## src/rtl/isiu_pkg.sv

```systemverilog
package isiu_pkg;

  localparam int unsigned InDataBits  = 32;
  localparam int unsigned OutDataBits = 40;
  localparam int unsigned FieldBits   = 32;
  localparam int unsigned PosBits     = 6;

  // controller -> datapath
  typedef struct packed {
    logic insert;
    logic drain;
  } cmd_t;

  // datapath -> controller
  typedef struct packed {
    logic last_slot;
    logic one_left;
  } status_t;

endpackage

```

## src/rtl/isiu_ctrl.sv

```systemverilog
module isiu_ctrl (
  input  logic               clk_i,
  input  logic               rst_ni,
  input  logic               in_valid_i,
  input  logic               in_last_i,
  output logic               in_ready_o,
  output logic               out_valid_o,
  input  logic               out_ready_i,
  input  isiu_pkg::status_t  status_i,
  output isiu_pkg::cmd_t     cmd_o
);

  typedef enum logic [1:0] {
    ST_FILL  = 2'b01,
    ST_DRAIN = 2'b10
  } state_e;

  state_e state_q, state_d;

  always_comb begin
    state_d      = state_q;
    in_ready_o   = 1'b0;
    out_valid_o  = 1'b0;
    cmd_o.insert = 1'b0;
    cmd_o.drain  = 1'b0;
    unique case (state_q)
      ST_FILL: begin
        in_ready_o   = 1'b1;
        cmd_o.insert = in_valid_i;
        if (in_valid_i && (in_last_i || status_i.last_slot)) begin
          state_d = ST_DRAIN;
        end
      end
      ST_DRAIN: begin
        out_valid_o = 1'b1;
        cmd_o.drain = out_ready_i;
        if (out_ready_i && status_i.one_left) begin
          state_d = ST_FILL;
        end
      end
      default: begin
        state_d = ST_FILL;
      end
    endcase
  end

  always_ff @(posedge clk_i or negedge rst_ni) begin
    if (!rst_ni) begin
      state_q <= ST_FILL;
    end else begin
      state_q <= state_d;
    end
  end

endmodule

```

## config.mk

```make
export PLATFORM = sky130hd
export DESIGN_NAME = isiu_ctrl
export DESIGN_NICKNAME = d
export VERILOG_FILES = /design/src/rtl/isiu_pkg.sv /design/src/rtl/isiu_ctrl.sv
export SDC_FILE = /design/constraint.sdc
export NUM_CORES = 1
export LEC_CHECK = 0
export ABC_AREA = 1
export CAP_MARGIN = 25
export CORE_AREA = 2 2 39 41
export CTS_CLUSTER_DIAMETER = 150
export DETAILED_ROUTE_END_ITERATION = 8
export DIE_AREA = 0 0 41 43
export DONT_BUFFER_PORTS = 1
export HOLD_SLACK_MARGIN = 0.08
export SLEW_MARGIN = 10
export SYNTH_ARGS = -nofsm -noshare
export SYNTH_HDL_FRONTEND = slang
export SYNTH_SLANG_ARGS = --single-unit
```

## constraint.sdc

```tcl
create_clock -name clk_i -period 1.14 [get_ports clk_i]
set_input_delay 0.171 -clock clk_i [delete_from_list [all_inputs] [get_ports clk_i]]
set_output_delay 0.171 -clock clk_i [all_outputs]
set_load 0.1 [all_outputs]
```

==> results of run 1 <==
[worst max-delay path, stage by stage (launching register included)]
cell and delay (ps):
sky130_fd_sc_hd__dfstp_2 520, sky130_fd_sc_hd__inv_2 50, sky130_fd_sc_hd__buf_4 130, sky130_fd_sc_hd__and3_4 140, sky130_fd_sc_hd__buf_12 160
[Yosys cell counts]
master / n
sky130_fd_sc_hd__dfstp_2: 1
sky130_fd_sc_hd__inv_1: 4
sky130_fd_sc_hd__inv_2: 2
sky130_fd_sc_hd__nor2_1: 2
sky130_fd_sc_hd__nand3_1: 2
sky130_fd_sc_hd__dfrtp_1: 1
sky130_fd_sc_hd__o21ai_0: 1
sky130_fd_sc_hd__nand2_1: 6
sky130_fd_sc_hd__nor2_4: 1
sky130_fd_sc_hd__and3_2: 1
[cell families after synthesis]
kind of cell	after synthesis	synth area share [%]
AOI/OAI and AO/OA	1	3.633
buffers and inverters	6	16.36
DFF	2	37.27
and+or+nand+nor	12	42.73
[cell type report]
class                   instances  area share, %
repair buffers                 10          39.03
inverters                       6          7.435
multi-input cells              13          24.54
flip-flops and latches          2          15.24
well taps                      16          5.948
clock buffers                   4          7.807
[layout by cell type, fill, tap and decap left out, types with 2 or more instances in the layout]
master and n:
sky130_fd_sc_hd__buf_12 4, sky130_fd_sc_hd__buf_4 4, sky130_fd_sc_hd__clkbuf_4 3, sky130_fd_sc_hd__inv_1 3
sky130_fd_sc_hd__inv_2 2, sky130_fd_sc_hd__nand2_1 6, sky130_fd_sc_hd__nand3_1 2, sky130_fd_sc_hd__nor2_4 3
[through the flow]
stage               area (µm²)  setup slack (ps)  cells
floorplan                147.6            -713.0     21
global placement         257.7            -41.84     44
detailed placement       257.7            -53.10     44
CTS                      314.1            -266.9     50
global route             336.6            -304.1     51
finish                   336.6            -252.9     51
[layer usage]
layer / wire length (µm) / vias up
li1: - / 91
met1: 158 / 74
met2: 176 / 9
met3: 45 / 0
met4: 0 / 0
met5: 0 / -
[repair_timing]
action / CTS / global route
hold buffers: 1 / 0
pin swaps: 0 / 1
gates resized for setup: 3 / 5
setup buffers: 1 / 1
setup endpoints to repair: 4 / 6
gates cloned: 0 / 0
hold endpoints to repair: 2 / 0
[worst paths after layout]
kind | startpoint | end | cells past startpoint
worst max-delay path | state_q[0] | cmd_o[0] | 4
worst min-delay path | in_valid_i | state_q[1] | 2
worst max register to register | state_q[0] | state_q[1] | 6
worst min register to register | state_q[0] | state_q[0] | 5
max in group asynchronous | rst_ni | state_q[0] | 1
min in group asynchronous | rst_ni | state_q[1] | 1
==> run summary, run 1 <==
==================================================================================
Result of the run                                                     complete, but fails checks
Violated checks                                                       setup timing
Slew @ Worst Pin                                                          166.5 ps
Wire length per cell after detailed routing                               7.451 µm
Port bufs                                                                        0
Post-detailed-route DRC marker count                                             0
Horiz. Die Dim                                                               41 µm
Data arrival time of the critical path                                     1220 ps
Post-synth top area share                                                   19.09%
Net count, final                                                                43
Area Growth Syn to Fin                                                      144.5%
Critical path start-end classification                                     reg2out
Combined area of all synthesized cells                                   137.6 µm²
Top cell type by total area after synthesis                           sky130_fd_sc_hd__dfstp_2
Area of the multi-input gates                                            82.58 µm²
GRT met2 Usage                                                              5.625%
Top fanout value on the critical path                                            2
Net count after synthesis                                                       28
# IOs                                                                           11
Warning count from the yosys run                                                 0
Yosys reg bits                                                                   2
Length of the first detailed-routing pass in iterations                          1
Mapped Avg Cell Area                                                     6.554 µm²
Final Slew Violations                                                            0
TritonCTS clock tree                                                         built
Clock buffer count from CTS                                                      3
Setup TNS                                                                -822.5 ps
Die Height                                                                   43 µm
Fmax                                                                    0.7179 GHz
Initial antenna violation count                                                  0
Category of the worst setup path launch point                                 flop
Number of instances in the synthesized netlist                                  21
Vias post-DR                                                                   174
Total congestion overflow                                                        0
Vias in the first global route                                                 152
Worst-Skew Late Latency                                                     230 ps
Final antenna-violating net count                                                0
Shortest period the worst path allows                                      1393 ps
Slew headroom                                                               88.78%
DRC marker count from the first detailed-route iteration                         0
Setup slack of the most critical reg-to-reg path                             60 ps
Number of inserted filler cells in the final layout                            153
Fraction of the core area covered by cells at the end of the flow           24.32%
Wire length of the first global-routing pass                                531 µm
Worst setup slack after layout                                           -252.9 ps
Top flop regs                                                         state_q: 2 flops
Dominant cells by area after synthesis                                sky130_fd_sc_hd__dfstp_2 (19%), sky130_fd_sc_hd__dfrtp_1 (18%), sky130_fd_sc_hd__nand2_1 (16%)
Top reg by flops                                                           state_q
Sinks on the clock net                                                           2
Maximum number of pins on one net before global-route repair                     4
Type of element capturing the critical path                            output port
Initial Util                                                                9.946%
Flip-flop count of the largest register, all copies and words added              2
Post-route worst hold slack                                               95.27 ps
Global routing met3 resource utilization                                    3.141%
Unrepaired setup endpoints after global routing                               true
Share of final-layout standard cells stronger than drive strength 1         57.14%
Routed wire length                                                          380 µm
Tcrit/Tclk final                                                            122.2%
Total of endpoints with negative setup slack in the final report                 4
Req. time, crit path                                                        970 ps
ANT cells                                                                        0
Clock Tree Buf Depth                                                             2
Number of placement rows                                                        14
Portion of the post-synthesis area used by sequential elements              37.27%
Std-Cell Core Area                                                    0.001384 mm²
FF+latch area                                                            51.30 µm²
GR met1 Demand/Resource                                                     5.769%
Final Hold Fails                                                                 0
CTS H-tree lvls                                                                  1
Number of maximum-capacitance violations                                         0
Clock-pin transition on the worst setup and hold timing paths                40 ps
Total Die Area                                                        0.001763 mm²
GRT Util Overall                                                            5.416%
Routability Congestion                                                      0.6208
Half-perimeter wire length after detailed placement                       284.2 µm
Global route hottest layer                                                    met4
Vias per cell                                                                3.412
Cell at the root of the clock tree                                    sky130_fd_sc_hd__clkbuf_4
Layout Skew                                                               9.557 ps
Netlist cell types                                                              10
Hold WC Path Type                                                           in2reg
==================================================================================
Power of run 1 is not shown: default switching activity piles up to over one toggle a cycle in this logic, so the estimate is an artifact.
==> inputs of run 2 (changes only) <==
Settings changed: PLACE_DENSITY from default to 0.3, SKIP_LAST_GASP from default to 1.
==> run 2 against run 1 <==
The flow still finishes with violations (setup timing). Die area unchanged. Setup slack worse by 0.87 ps. Global-route usage is 0.30 points lower. Largest cell class unchanged. Critical path depth did not move. Fmax barely moved. Routed wire length increased by 1.6%.
==> run summary, run 2 (synthesized netlist as in run 1, its figures left out) <==
==================================================================================
Area post-placement                                                      265.3 µm²   was 257.7 µm²
Shortest period the worst path allows                                      1394 ps   was 1393 ps
Total Die Area                                                        0.001763 mm²   unchanged
Routability Congestion                                                      0.6441   was 0.6208
Area Growth Syn to Fin                                                      150.0%   was 144.5%
Clock buffer count from CTS                                                      3   unchanged
GRT Util Overall                                                            5.115%   was 5.416%
Kind of cell adding the most delay to the critical path                 flip-flops   unchanged
Initial antenna violation count                                                  0   unchanged
Fmax                                                                    0.7175 GHz   was 0.7179 GHz
Flip-flop count of the largest register, all copies and words added              2   unchanged
Data arrival time of the critical path                                     1220 ps   about the same
Category of the worst setup path launch point                                 flop   unchanged
Number of inserted filler cells in the final layout                            155   was 153
Hold WC Path Type                                                           in2reg   unchanged
Share of final-layout standard cells stronger than drive strength 1         58.33%   was 57.14%
ANT cells                                                                        0   unchanged
Cell at the root of the clock tree                                    sky130_fd_sc_hd__clkbuf_4   unchanged
Port bufs                                                                        0   unchanged
Clock-pin transition on the worst setup and hold timing paths                40 ps   about the same
Post-detailed-route DRC marker count                                             0   unchanged
Sinks on the clock net                                                           2   unchanged
Number of standard cells in the final layout excluding fillers                  52   was 51
Layout Skew                                                               10.46 ps   was 9.557 ps
Std-Cell Core Area                                                    0.001384 mm²   unchanged
Cell chain of the critical path                                       inv_2 -> buf_4 -> and3_4 -> buf_12   unchanged
Top library cells by usage in the layout, fill and taps aside         sky130_fd_sc_hd__nand2_1 (6), sky130_fd_sc_hd__buf_4 (5), sky130_fd_sc_hd__buf_12 (4)   was sky130_fd_sc_hd__nand2_1 (6), sky130_fd_sc_hd__buf_12 (4), sky130_fd_sc_hd__buf_4 (4)
Critical path destination                                                 cmd_o[0]   unchanged
Tcrit/Tclk final                                                            122.3%   was 122.2%
Number of maximum-capacitance violations                                         0   unchanged
Top fanout value on the critical path                                            2   unchanged
Worst R2R Path Depth                                                             6   unchanged
Inst Count DP                                                                   45   was 44
Total congestion overflow                                                        0   unchanged
Final Slew Violations                                                            0   unchanged
Critical path start-end classification                                     reg2out   unchanged
Die Height                                                                   43 µm   unchanged
Unrepaired setup endpoints after global routing                               true   unchanged
DRC marker count from the first detailed-route iteration                         0   unchanged
Vias per cell                                                                3.423   was 3.412
Top flop regs                                                         state_q: 2 flops   unchanged
Worst setup slack after layout                                           -253.8 ps   was -252.9 ps
Initial Util                                                                9.946%   unchanged
Setup slack of the most critical reg-to-reg path                             70 ps   was 60 ps
Req. time, crit path                                                        970 ps   about the same
Worst-Skew Late Latency                                                     230 ps   about the same
Vias in the first global route                                                 174   was 152
Post-layout instance area                                                344.1 µm²   was 336.6 µm²
Cell at the slowest stage of the critical path                        sky130_fd_sc_hd__dfstp_2   unchanged
Slew headroom                                                               90.42%   was 88.78%
Most common cell after layout, fill and taps aside                    sky130_fd_sc_hd__nand2_1   unchanged
Horiz. Die Dim                                                               41 µm   unchanged
Launch point of the critical path                                       state_q[0]   unchanged
TritonCTS clock tree                                                         built   unchanged
Slew @ Worst Pin                                                          142.3 ps   was 166.5 ps
Violated checks                                                       setup timing   unchanged
Vias post-DR                                                                   178   was 174
CTS H-tree lvls                                                                  1   unchanged
Capturing point of the worst reg2reg path                               state_q[0]   was state_q[1]
Top reg by flops                                                           state_q   unchanged
Wire length of the first global-routing pass                                586 µm   was 531 µm
Delay of the slowest cell on the worst path                                 520 ps   about the same
Number of placement rows                                                        14   unchanged
Result of the run                                                     complete, but fails checks   unchanged
Total of endpoints with negative setup slack in the final report                 4   unchanged
Worst R2R Start                                                         state_q[0]   unchanged
Critical path depth in cells                                                     4   unchanged
Wire length per cell after detailed routing                               7.423 µm   was 7.451 µm
Net count, final                                                                44   was 43
Routed wire length                                                          386 µm   was 380 µm
Clock Tree Buf Depth                                                             2   unchanged
Maximum number of pins on one net before global-route repair                     4   unchanged
Type of element capturing the critical path                            output port   unchanged
# IOs                                                                           11   unchanged
Length of the first detailed-routing pass in iterations                          1   unchanged
Final antenna-violating net count                                                0   unchanged
Number of buffer and inverter instances along the worst setup path               3   unchanged
Final Hold Fails                                                                 0   unchanged
==================================================================================
[run 2: how the worst min path moves through the flow]
stage | slack [ps] | depth (start not counted) | endpoint | startpoint
2_1_floorplan | -120 | 0 | state_q[1] | rst_ni
3_3_place_gp | -120 | 0 | state_q[1] | rst_ni
3_5_place_dp | -120 | 0 | state_q[1] | rst_ni
4_1_cts | 90 | 2 | state_q[1] | in_valid_i
5_1_grt | 100 | 2 | state_q[1] | in_valid_i
6_report | 90 | 2 | state_q[1] | in_valid_i
[run 2: area by class of cell]
cell class                 count  area [µm²]  share of cell area (%)
timing repair buffer          11       138.9                   40.36
multi-input combinational     13       82.58                   24.00
sequential                     2       51.30                   14.91
clock buffer                   4       26.28                   7.636
inverter                       6       25.02                   7.273
tap                           16       20.02                   5.818
[run 2: per-stage QoR]
stage               setup TNS [ps]  utilization, %  hold WS (ps)  setup WS (ps)
floorplan                    -1552               -        -124.6         -713.0
global placement            -97.44           19.17        -124.5         -57.68
detailed placement          -116.2           19.17        -124.5         -64.02
CTS                         -865.1           24.14         85.88         -261.8
global route                -940.1           24.86         101.7         -284.1
finish                      -795.6           24.86         89.60         -253.8
[run 2: layer usage]
layer  part of all wire, %  up-vias  track usage (%)
met4                   4.4        0            6.000
met2                    44       12            7.187
met3                   9.8        2                0
met1                    42       73            6.090
li1                      -       91                -
met5                     0        -                0
[run 2: what timing repair did]
item	CTS	global route
pin swaps	1	1
hold buffers	1	0
setup buffers	1	1
setup endpoints to repair	4	4
gates resized for setup	7	1
endpoints found under the hold margin	2	0
[run 2: worst register-to-register path, stage by stage (launching register included)]
cell and delay [ps]:
sky130_fd_sc_hd__dfstp_2 520, sky130_fd_sc_hd__inv_2 50, sky130_fd_sc_hd__nor2_4 90, sky130_fd_sc_hd__buf_4 140
sky130_fd_sc_hd__buf_4 100, sky130_fd_sc_hd__nand2_1 40, sky130_fd_sc_hd__nand2_1 70
Power of run 2 is left out for the same reason.
